[config.mk]
export PLATFORM = sky130hd
export DESIGN_NAME = atan2_cordic_centidegrees_core
export DESIGN_NICKNAME = d
export VERILOG_FILES = /design/src/hw/rtl/atan_pkg.sv /design/src/hw/rtl/atan_cell.sv /design/src/hw/rtl/atan2_cordic_centidegrees_core.sv
export SDC_FILE = /design/constraint.sdc
export NUM_CORES = 1
export LEC_CHECK = 0
export ABC_AREA = 1
export BUFFER_PORTS_ARGS = -buffer_cell sky130_fd_sc_hd__buf_4
export CORE_MARGIN = 2
export CORE_UTILIZATION = 45
export DETAILED_ROUTE_END_ITERATION = 16
export SLEW_MARGIN = 20
export SYNTH_ARGS = -nofsm -noshare
export SYNTH_HDL_FRONTEND = slang
export SYNTH_SLANG_ARGS = --single-unit
[constraint.sdc]
create_clock -name clk -period 3.7 [get_ports clk]
set_input_delay 0.74 -clock clk [delete_from_list [all_inputs] [get_ports clk]]
set_output_delay 0.74 -clock clk [all_outputs]
set_load 0.03 [all_outputs]
[src/hw/rtl/atan_pkg.sv]
`default_nettype none
// ----------------------------------------------------------------------------
// atan_pkg: shared types and constants for the cordic atan2 core
// step angle table, fold offsets and the data word handed along the cell row
// ----------------------------------------------------------------------------
package atan_pkg;

  localparam int DATA_W      = 16;
  localparam int ACC_W       = 16;
  localparam int TABLE_LEN   = 12;
  localparam int ITER_DEFAULT = 8;
  localparam int ITER_MAX    = TABLE_LEN - 1;

  localparam logic signed [ACC_W-1:0] HALF_TURN    = 16'sd18000;
  localparam logic signed [ACC_W-1:0] QUARTER_TURN = 16'sd9000;

  // atan(2^-i) in centidegrees
  localparam logic signed [ACC_W-1:0] STEP_ANGLE [TABLE_LEN] = '{
    16'sd4500, 16'sd2657, 16'sd1404, 16'sd713, 16'sd358, 16'sd179,
    16'sd90,   16'sd45,   16'sd22,   16'sd11,  16'sd6,   16'sd3
  };

  typedef struct packed {
    logic                     zero;
    logic [DATA_W-1:0]        ux;
    logic [DATA_W-1:0]        uy;
    logic signed [ACC_W-1:0]  acc;
  } cell_data_t;

endpackage
`default_nettype wire

[src/hw/rtl/atan_cell.sv]
`default_nettype none
// ----------------------------------------------------------------------------
// atan_cell: one greedy cordic vectoring step
// rotates when uy exceeds ux shifted by the step index, registers the result
// ----------------------------------------------------------------------------
module atan_cell #(
  parameter int STEP = 0
) (
  input  wire logic                  clk,
  input  wire logic                  rst,
  input  wire logic                  in_valid,
  input  wire atan_pkg::cell_data_t  in_data,
  output logic                       out_valid,
  output atan_pkg::cell_data_t       out_data
);

  logic [atan_pkg::DATA_W-1:0] ux_sh;
  logic [atan_pkg::DATA_W-1:0] uy_sh;
  logic                        rotate;
  atan_pkg::cell_data_t        data_next;

  assign ux_sh  = in_data.ux >> STEP;
  assign uy_sh  = in_data.uy >> STEP;
  assign rotate = in_data.uy > ux_sh;

  always_comb begin
    data_next = in_data;
    if (rotate) begin
      data_next.ux  = in_data.ux + uy_sh;
      data_next.uy  = in_data.uy - ux_sh;
      data_next.acc = in_data.acc + atan_pkg::STEP_ANGLE[STEP];
    end
  end

  always_ff @(posedge clk) begin
    if (rst) begin
      out_valid <= 1'b0;
    end else begin
      out_valid <= in_valid;
    end
  end

  always_ff @(posedge clk) begin
    if (in_valid) begin
      out_data <= data_next;
    end
  end

endmodule
`default_nettype wire

[src/hw/rtl/atan2_cordic_centidegrees_core.sv]
`default_nettype none
// ----------------------------------------------------------------------------
// atan2_cordic_centidegrees_core: four-quadrant arctangent in centidegrees
// quadrant fold, iterative normalization and a row of cordic cells
// ----------------------------------------------------------------------------
// Takes a signed 16-bit (y, x) pair and returns atan2 in hundredths of a
// degree, 0 for the zero vector. One item is in flight at a time. After the
// input transfer the vector is folded into the first quadrant, then doubled
// one bit per cycle until a component reaches 2^14, then walks through a
// row of min(ITER,11)+1 cordic cells, one per cycle. The result is
// registered after the last cell, and the next input is taken the cycle
// after the result transfer. The normalizing shift loop makes the time to
// the result depend on the input.
module atan2_cordic_centidegrees_core #(
  parameter int ITER = atan_pkg::ITER_DEFAULT
) (
  input  wire logic               clk,
  input  wire logic               rst,
  input  wire logic               in_valid,
  output logic                    in_stall,
  input  wire logic signed [15:0] y_value,
  input  wire logic signed [15:0] x_value,
  output logic                    out_valid,
  input  wire logic               out_stall,
  output logic signed [15:0]      angle_centideg
);

  localparam int LAST  = (ITER > atan_pkg::ITER_MAX) ? atan_pkg::ITER_MAX : ITER;
  localparam int NCELL = LAST + 1;
  localparam logic signed [atan_pkg::ACC_W-1:0] FINAL_ADD =
    atan_pkg::STEP_ANGLE[LAST] / 16'sd2;
  localparam logic [atan_pkg::DATA_W-1:0] NORM_LIMIT = 16'h4000;

  typedef enum logic [3:0] {
    ST_IDLE = 4'b0001,
    ST_NORM = 4'b0010,
    ST_RUN  = 4'b0100,
    ST_DONE = 4'b1000
  } state_t;

  state_t state;
  state_t state_next;

  logic [atan_pkg::DATA_W-1:0]       ux;
  logic [atan_pkg::DATA_W-1:0]       uy;
  logic signed [atan_pkg::ACC_W-1:0] acc;
  logic                              zero;

  logic                              in_xfer;
  logic                              out_xfer;
  logic                              norm_done;
  logic                              launch;

  // quadrant fold
  logic [atan_pkg::DATA_W-1:0]       y_fold;
  logic [atan_pkg::DATA_W-1:0]       x_fold;
  logic [atan_pkg::DATA_W-1:0]       ux_fold;
  logic [atan_pkg::DATA_W-1:0]       uy_fold;
  logic signed [atan_pkg::ACC_W-1:0] acc_fold;

  logic                 chain_valid [NCELL+1];
  atan_pkg::cell_data_t chain_data  [NCELL+1];
  atan_pkg::cell_data_t last_data;

  assign in_stall  = (state != ST_IDLE);
  assign out_valid = (state == ST_DONE);
  assign in_xfer   = in_valid && !in_stall;
  assign out_xfer  = out_valid && !out_stall;
  assign norm_done = zero || (ux >= NORM_LIMIT) || (uy >= NORM_LIMIT);
  assign launch    = (state == ST_NORM) && norm_done;

  always_comb begin
    acc_fold = '0;
    y_fold   = y_value;
    x_fold   = x_value;
    if (y_value[15]) begin
      y_fold   = -y_value;
      x_fold   = -x_value;
      acc_fold = -atan_pkg::HALF_TURN;
    end
    if (x_fold[15]) begin
      ux_fold  = y_fold;
      uy_fold  = -x_fold;
      acc_fold = acc_fold + atan_pkg::QUARTER_TURN;
    end else begin
      ux_fold  = x_fold;
      uy_fold  = y_fold;
    end
  end

  always_comb begin
    state_next = state;
    unique case (state)
      ST_IDLE: if (in_xfer) state_next = ST_NORM;
      ST_NORM: if (norm_done) state_next = ST_RUN;
      ST_RUN:  if (chain_valid[NCELL]) state_next = ST_DONE;
      ST_DONE: if (out_xfer) state_next = ST_IDLE;
      default: state_next = ST_IDLE;
    endcase
  end

  always_ff @(posedge clk) begin
    if (rst) begin
      state <= ST_IDLE;
    end else begin
      state <= state_next;
    end
  end

  always_ff @(posedge clk) begin
    if (in_xfer) begin
      ux   <= ux_fold;
      uy   <= uy_fold;
      acc  <= acc_fold;
      zero <= (y_value == '0) && (x_value == '0);
    end else if (state == ST_NORM && !norm_done) begin
      ux <= {ux[atan_pkg::DATA_W-2:0], 1'b0};
      uy <= {uy[atan_pkg::DATA_W-2:0], 1'b0};
    end
  end

  assign chain_valid[0]     = launch;
  assign chain_data[0].zero = zero;
  assign chain_data[0].ux   = ux;
  assign chain_data[0].uy   = uy;
  assign chain_data[0].acc  = acc;

  for (genvar k = 0; k < NCELL; k++) begin : g_cell
    atan_cell #(
      .STEP (k)
    ) u_cell (
      .clk       (clk),
      .rst       (rst),
      .in_valid  (chain_valid[k]),
      .in_data   (chain_data[k]),
      .out_valid (chain_valid[k+1]),
      .out_data  (chain_data[k+1])
    );
  end

  assign last_data = chain_data[NCELL];

  always_ff @(posedge clk) begin
    if (state == ST_RUN && chain_valid[NCELL]) begin
      angle_centideg <= last_data.zero ? '0 : last_data.acc + FINAL_ADD;
    end
  end

endmodule
`default_nettype wire

==> results of run 1 <==
-- worst paths after layout --
| check | endpoint | startpoint | cells after the start |
|---|---|---|---|
| setup / recovery | g_cell[1].u_cell.out_data[7] | g_cell[0].u_cell.out_data[21] | 12 |
| hold / removal | g_cell[6].u_cell.out_valid | rst | 2 |
| setup reg to reg | g_cell[1].u_cell.out_data[7] | g_cell[0].u_cell.out_data[21] | 12 |
| hold reg to reg | g_cell[6].u_cell.out_data[48] | g_cell[5].u_cell.out_data[48] | 0 |
-- stage by stage --
stage | worst slack [ps] | instance area, um^2 | hold slack, ps | utilization
2_1_floorplan | 1070 | 32900 | 400 | -
3_3_place_gp | 756 | 34000 | 403 | 0.469
3_5_place_dp | 695 | 34000 | 406 | 0.469
4_1_cts | 766 | 35900 | 340 | 0.495
5_1_grt | 508 | 35900 | 355 | 0.495
6_report | 754 | 35900 | 386 | 0.495
-- power by group through the flow --
stage	clock, mW	sequential (mW)	combinational, mW
after floorplan	0	6.15	1.52
after global placement	0	6.19	1.96
after detailed placement	0	6.20	1.97
after CTS	5.80	6.08	1.98
after global routing	5.99	6.10	2.25
final	5.64	6.08	1.98
-- cell usage in the layout (no fill, tap or decap), types with 12 or more instances in the layout --
master / netlist / final
nand2_1: 924 / 924
inv_1: 493 / 492
edfxtp_1: 450 / 450
o21ai_0: 278 / 278
nor2_1: 275 / 274
a21oi_1: 238 / 238
ha_1: 222 / 222
xor2_1: 188 / 188
nand3_1: 180 / 180
xnor2_1: 100 / 100
o21ai_1: 91 / 91
buf_4: 14 / 81
nor3_1: 62 / 62
clkbuf_16: 0 / 54
nand4_1: 41 / 41
a21o_1: 28 / 28
o21ai_2: 17 / 17
or2_2: 16 / 16
a31oi_1: 15 / 15
fa_1: 15 / 15
nor4_1: 14 / 14
o211ai_1: 13 / 13
nand2_2: 12 / 12
a21boi_0: 12 / 12
-- area by class of cell --
cell class	count	area (um^2)	share of cell area
Multi-Input combinational cell	2862	16600	0.460
Sequential cell	463	13800	0.383
Inverter	503	1890	0.0525
Clock buffer	57	1360	0.0379
Tap cell	959	1200	0.0334
Timing Repair Buffer	81	608	0.0169
Clock inverter	44	552	0.0154
-- worst max-delay path: stages (launching register included) --
cell and delay [ps]:
edfxtp_1 470, ha_1 400, a21oi_1 210, o21ai_0 120, a21oi_2 200, inv_1 60
nand2_1 50, nand2_1 60, nand2_2 280, buf_4 350, buf_4 270, nor2_1 70
xor2_1 140
-- layer usage --
metal | track usage | share of wire | vias up
li1 | - | - | 13343
met1 | 0.286 | 0.47 | 11907
met2 | 0.365 | 0.48 | 405
met3 | 0.0258 | 0.034 | 94
met4 | 0.0428 | 0.018 | 0
met5 | 0 | 0 | -
-- kinds of logic (layout without fill, tap and decap cells) --
| logic type | after synthesis | after routing |
|---|---|---|
| AO/OA/AOI/OAI | 766 | 766 |
| flip-flops | 463 | 463 |
| adder cells (fa/ha/maj) | 237 | 237 |
| buffers and inverters | 593 | 685 |
| AND/OR/NAND/NOR | 1569 | 1569 |
| XOR/XNOR | 290 | 290 |
-- sequential cells by signal (all words and copies together) (netlist names) --
name	cells
g_cell.u_cell.out_valid	9
acc	5
angle_centideg	16
zero	1
g_cell.u_cell.out_data	396
state	4
ux	16
uy	16
==> flow_metrics.env, run 1 <==
export IMPL_place_inst=4868
export IMPL_nets=4238
export IMPL_fmax_mhz=339
export IMPL_yosys_area_share_simple=0.202
export IMPL_drt_iter0_drc=1552
export IMPL_cts_tree="built"
export IMPL_synth_cell_types=62
export IMPL_firstDrtPassIters=5
export IMPL_rows=99
export IMPL_antenna_left=0
export IMPL_p_int_mw=10.0
export IMPL_synth_edff_count=450
export IMPL_insertion_delay_ps=630
export IMPL_synth_fp_nets=4191
export IMPL_synth_area_top_cells="edfxtp_1, nand2_1, ha_1"
export IMPL_ys_ff_latch=463
export IMPL_finClkSkew_ps=24.8
export IMPL_synth_top_family_by_area="simple AND/OR/NAND/NOR gates"
export IMPL_cts_path_max_buffers=3
export IMPL_yosys_area_share_xor_xnor=0.0777
export IMPL_io_pins=54
export IMPL_antenna_found_initial=0
export IMPL_grt_start_max_net_pins=56
export IMPL_initial_utilization=0.453
export IMPL_postCtsSetupRepairBufs=0
export IMPL_crit_path_max_fanout=27
export IMPL_swShare=0.270
export IMPL_drt_total_wl_mm=79.5
export IMPL_synth_ff_type="edfxtp_1"
export IMPL_yosysMostFrequentCell="nand2_1"
export IMPL_reg2reg_slack_ps=750
export IMPL_relSlewSlack=0.280
export IMPL_die_x_um=274
export IMPL_fin_total_pwr_mw=13.7
export IMPL_h_tree_depth=2
export IMPL_vdd_ir_drop_max_uv=386
export IMPL_drv_slew=0
export IMPL_muxShareOfSynthArea=0
export IMPL_critPathKind="register to register"
export IMPL_post_route_drc_count=0
export IMPL_syn_area_mm2=0.0329
export IMPL_finalHoldViolCount=0
export IMPL_drive_gt1_frac=0.0691
export IMPL_ys_warn_count=0
export IMPL_synthArstFlopShare=0
export IMPL_tns_ps=0
export IMPL_ctsResizeCount=0
export IMPL_hold_buffers=0
export IMPL_die_area_mm2=0.0752
export IMPL_place_congestion=0.913
export IMPL_outcome="complete, no violations"
export IMPL_cts_root_buf="clkbuf_16"
export IMPL_yosysSeqAreaShare=0.419
export IMPL_p_sw_mw=3.70
export IMPL_hpwl_mm=62.7
export IMPL_areaGrowthSynthToFinish_pct=9.33
export IMPL_synth_largest_area_cell="edfxtp_1"
export IMPL_setup_viol=0
export IMPL_syn_inst=3918
export IMPL_critical_path_required_ps=4060
export IMPL_synthAdderAreaFrac=0.0936
export IMPL_grt_overflow=0
export IMPL_grt_pass1_wl_mm=129
export IMPL_hold_path_class="input pin to register"
export IMPL_via_per_inst=5.18
export IMPL_fill_cells=7055
export IMPL_arrival_ps=3310
export IMPL_synth_compound_area_frac=0.130
export IMPL_grt_usage=0.212
export IMPL_power_density_mw_per_mm2=381
export IMPL_yosys_top_cells_count="nand2_1, inv_1, edfxtp_1"
export IMPL_io_buffers=53
export IMPL_syn_avg_cell_area_um2=8.39
export IMPL_critPathCaptureType="register"
export IMPL_final_cells=4969
export IMPL_vias=25749
export IMPL_grt_setup_unrepaired="false"
export IMPL_grt_pass1_vias=24338
export IMPL_wire_per_inst_um=16.0
export IMPL_seqPwrFrac=0.444
export IMPL_cts_inserted_buffers=54
export IMPL_fin_crit_sh=0.796
export IMPL_crit_path_start_kind="register"
export IMPL_fp_dieH_um=274
export IMPL_diodes=0
export IMPL_clkPwrFrac=0.412
export IMPL_maxCapViolCount=0
export IMPL_power_leakage_nw=15.4
export IMPL_clock_sinks=463
export IMPL_comb_power_share=0.144
export IMPL_tightestPinTransition_ps=1080
export IMPL_synth_top_area_frac=0.411
export IMPL_clk_pin_slew_worst_paths_ps=60
export IMPL_post_route_min_period_ps=2950
export IMPL_coreArea_mm2=0.0726
No activity file was read; power rests on OpenSTA's default activity.
==> run 2, diff against run 1 <==
==> constraint.sdc (replaced) <==
create_clock -name clk -period 2.9 [get_ports clk]
set_input_delay 0.58 -clock clk [delete_from_list [all_inputs] [get_ports clk]]
set_output_delay 0.58 -clock clk [all_outputs]
set_load 0.03 [all_outputs]
==> run 2 against run 1 <==
Sequential power grew 27%. Clock-buffer cell count grew 11. Hold slack lost 160 ps. Sequential share of layout area shrank 0.24 points. Routed wire length shrank 1.5%. Clock power grew 21%. Critical path type unchanged. Global-route usage shrank 0.45 points. Sequential cell count is the same.
==> flow_metrics.env, run 2 (synthesis results as in run 1) <==
export IMPL_drv_slew=0
export IMPL_wl_met3_mm=2.82
export IMPL_relSlewSlack=0.352
export IMPL_drt_met1_wl_mm=36.2
export IMPL_path_cells="ha_1 -> fa_1 -> inv_1 -> nand3_1 -> nand2_1 -> a21oi_2 -> o21ai_2 -> nand2_1 -> nand4_1 -> nand2_4 -> buf_4 -> o21ai_0"
export IMPL_drt_iter0_drc=1720
export IMPL_swShare=0.272
export IMPL_top_register="g_cell.u_cell.out_data"
export IMPL_fin_crit_sh=0.923
export IMPL_firstDrtPassIters=6
export IMPL_met2WireLength_mm=37.9
export IMPL_largest_reg_flops=396
export IMPL_wire_per_inst_um=15.7
export IMPL_die_x_um=274
export IMPL_placed_area_mm2=0.0344
export IMPL_tightestPinTransition_ps=971
export IMPL_areaGrowthSynthToFinish_pct=10.0
export IMPL_io_buffers=53
export IMPL_grt_usage=0.207
export IMPL_fmax_mhz=373
export IMPL_postCtsSetupRepairBufs=0
export IMPL_vias=25791
export IMPL_maxCapViolCount=0
export IMPL_cpMaxStageDelayCell="edfxtp_1"
export IMPL_post_route_min_period_ps=2680
export IMPL_p_int_mw=12.5
export IMPL_cts_tree="built"
export IMPL_clkPwrFrac=0.397
export IMPL_seqPwrFrac=0.453
export IMPL_hold_buffers=0
export IMPL_vdd_ir_drop_max_uv=397
export IMPL_power_leakage_nw=15.6
export IMPL_comb_power_share=0.151
export IMPL_cts_path_max_buffers=3
export IMPL_grt_overflow=0
export IMPL_power_density_mw_per_mm2=474
export IMPL_initial_utilization=0.453
export IMPL_clk_pin_slew_worst_paths_ps=60
export IMPL_critPathKind="register to register"
export IMPL_clock_sinks=463
export IMPL_tns_ps=0
export IMPL_finClkSkew_ps=41.4
export IMPL_antenna_left=0
export IMPL_arrival_ps=3100
export IMPL_drive_gt1_frac=0.0752
export IMPL_final_cell_mix="nand2_1, inv_1, edfxtp_1, o21ai_0, nor2_1"
export IMPL_drt_total_wl_mm=78.3
export IMPL_p_sw_mw=4.66
export IMPL_via_per_inst=5.16
export IMPL_io_pins=54
export IMPL_grt_setup_unrepaired="false"
export IMPL_crit_path_max_fanout=14
export IMPL_cts_inserted_buffers=53
export IMPL_rows=99
export IMPL_hold_path_class="input pin to register"
export IMPL_die_area_mm2=0.0752
export IMPL_timing_hold_ws_ps=223
export IMPL_grt_pass1_wl_mm=126
export IMPL_cpPeakStageDelay_ps=420
export IMPL_critPathCaptureType="register"
export IMPL_layout_commonest_cell="nand2_1"
export IMPL_postLayoutCellArea_mm2=0.0362
export IMPL_cts_root_buf="clkbuf_16"
export IMPL_grt_start_max_net_pins=51
export IMPL_topRoutingLayerUsed="met4"
export IMPL_grt_pass1_vias=24350
export IMPL_post_route_drc_count=0
export IMPL_hpwl_mm=62.1
export IMPL_place_congestion=0.916
export IMPL_fp_dieH_um=274
export IMPL_critical_path_required_ps=3320
export IMPL_finalHoldViolCount=0
export IMPL_outcome="complete, no violations"
export IMPL_diodes=0
export IMPL_nets=4275
export IMPL_insertion_delay_ps=640
export IMPL_crit_top_cell="nand2_1"
export IMPL_ctsResizeCount=0
export IMPL_crit_path_start_kind="register"
export IMPL_setup_viol=0
export IMPL_coreArea_mm2=0.0726
export IMPL_antenna_found_initial=0
export IMPL_h_tree_depth=2
[run 2: cell types whose count changed in the layout (fill, tap and decap cells not counted), sizes merged]
cell	delta
buf	+38
clkbuf	+11
inv	-5
bufinv	-4
clkinv	-3
clkinvlp	-3
[run 2: worst paths after layout]
kind / startpoint / endpoint / slack, ps / depth (start not counted)
setup / recovery: g_cell[5].u_cell.out_data[38] / g_cell[6].u_cell.out_data[17] / 220 / 12
hold / removal: rst / g_cell[4].u_cell.out_valid / 220 / 2
setup reg to reg: g_cell[5].u_cell.out_data[38] / g_cell[6].u_cell.out_data[17] / 220 / 12
hold reg to reg: g_cell[2].u_cell.out_data[48] / g_cell[3].u_cell.out_data[48] / 400 / 0
[run 2: final cells by class]
| cell class | instances | area (um^2) |
|---|---|---|
| inverter | 503 | 1890 |
| tap | 959 | 1200 |
| clock inverter | 29 | 355 |
| multi-input combinational | 2862 | 16600 |
| clock buffer | 68 | 1410 |
| timing repair buffer | 119 | 972 |
| sequential | 463 | 13800 |
| fill | 6983 | 36400 |
[run 2: critical path, delay by kind of cell, from the launching register on]
| family | cells | cell delay, ps |
|---|---|---|
| AOI/OAI and AO/OA | 3 | 550 |
| adders and majority gates | 2 | 670 |
| buffers and inverters | 2 | 280 |
| DFF | 1 | 420 |
| and+or+nand+nor | 5 | 530 |
[run 2: power by group through the flow]
stage	logic [mW]	clock network (mW)	registers [mW]
finish	2.58	6.80	7.75
global route	2.92	7.22	7.77
CTS	2.59	6.99	7.76
detailed placement	2.58	0	7.90
global placement	2.55	0	7.90
floorplan	1.94	0	7.84
[run 2: layer usage]
layer | GRT usage | vias up
met5 | 0 | -
met4 | 0.0455 | 0
met3 | 0.0229 | 95
met2 | 0.360 | 399
met1 | 0.278 | 11892
li1 | - | 13405
[run 2: stage by stage]
step | instances | util | power (mW) | setup slack (ps)
after floorplan | 3918 | - | 9.78 | 427
after global placement | 4906 | 0.474 | 10.5 | 176
after detailed placement | 4906 | 0.474 | 10.5 | 145
after CTS | 5003 | 0.498 | 17.3 | 159
after global routing | 5003 | 0.498 | 17.9 | 2.06
final | 5003 | 0.498 | 17.1 | 223
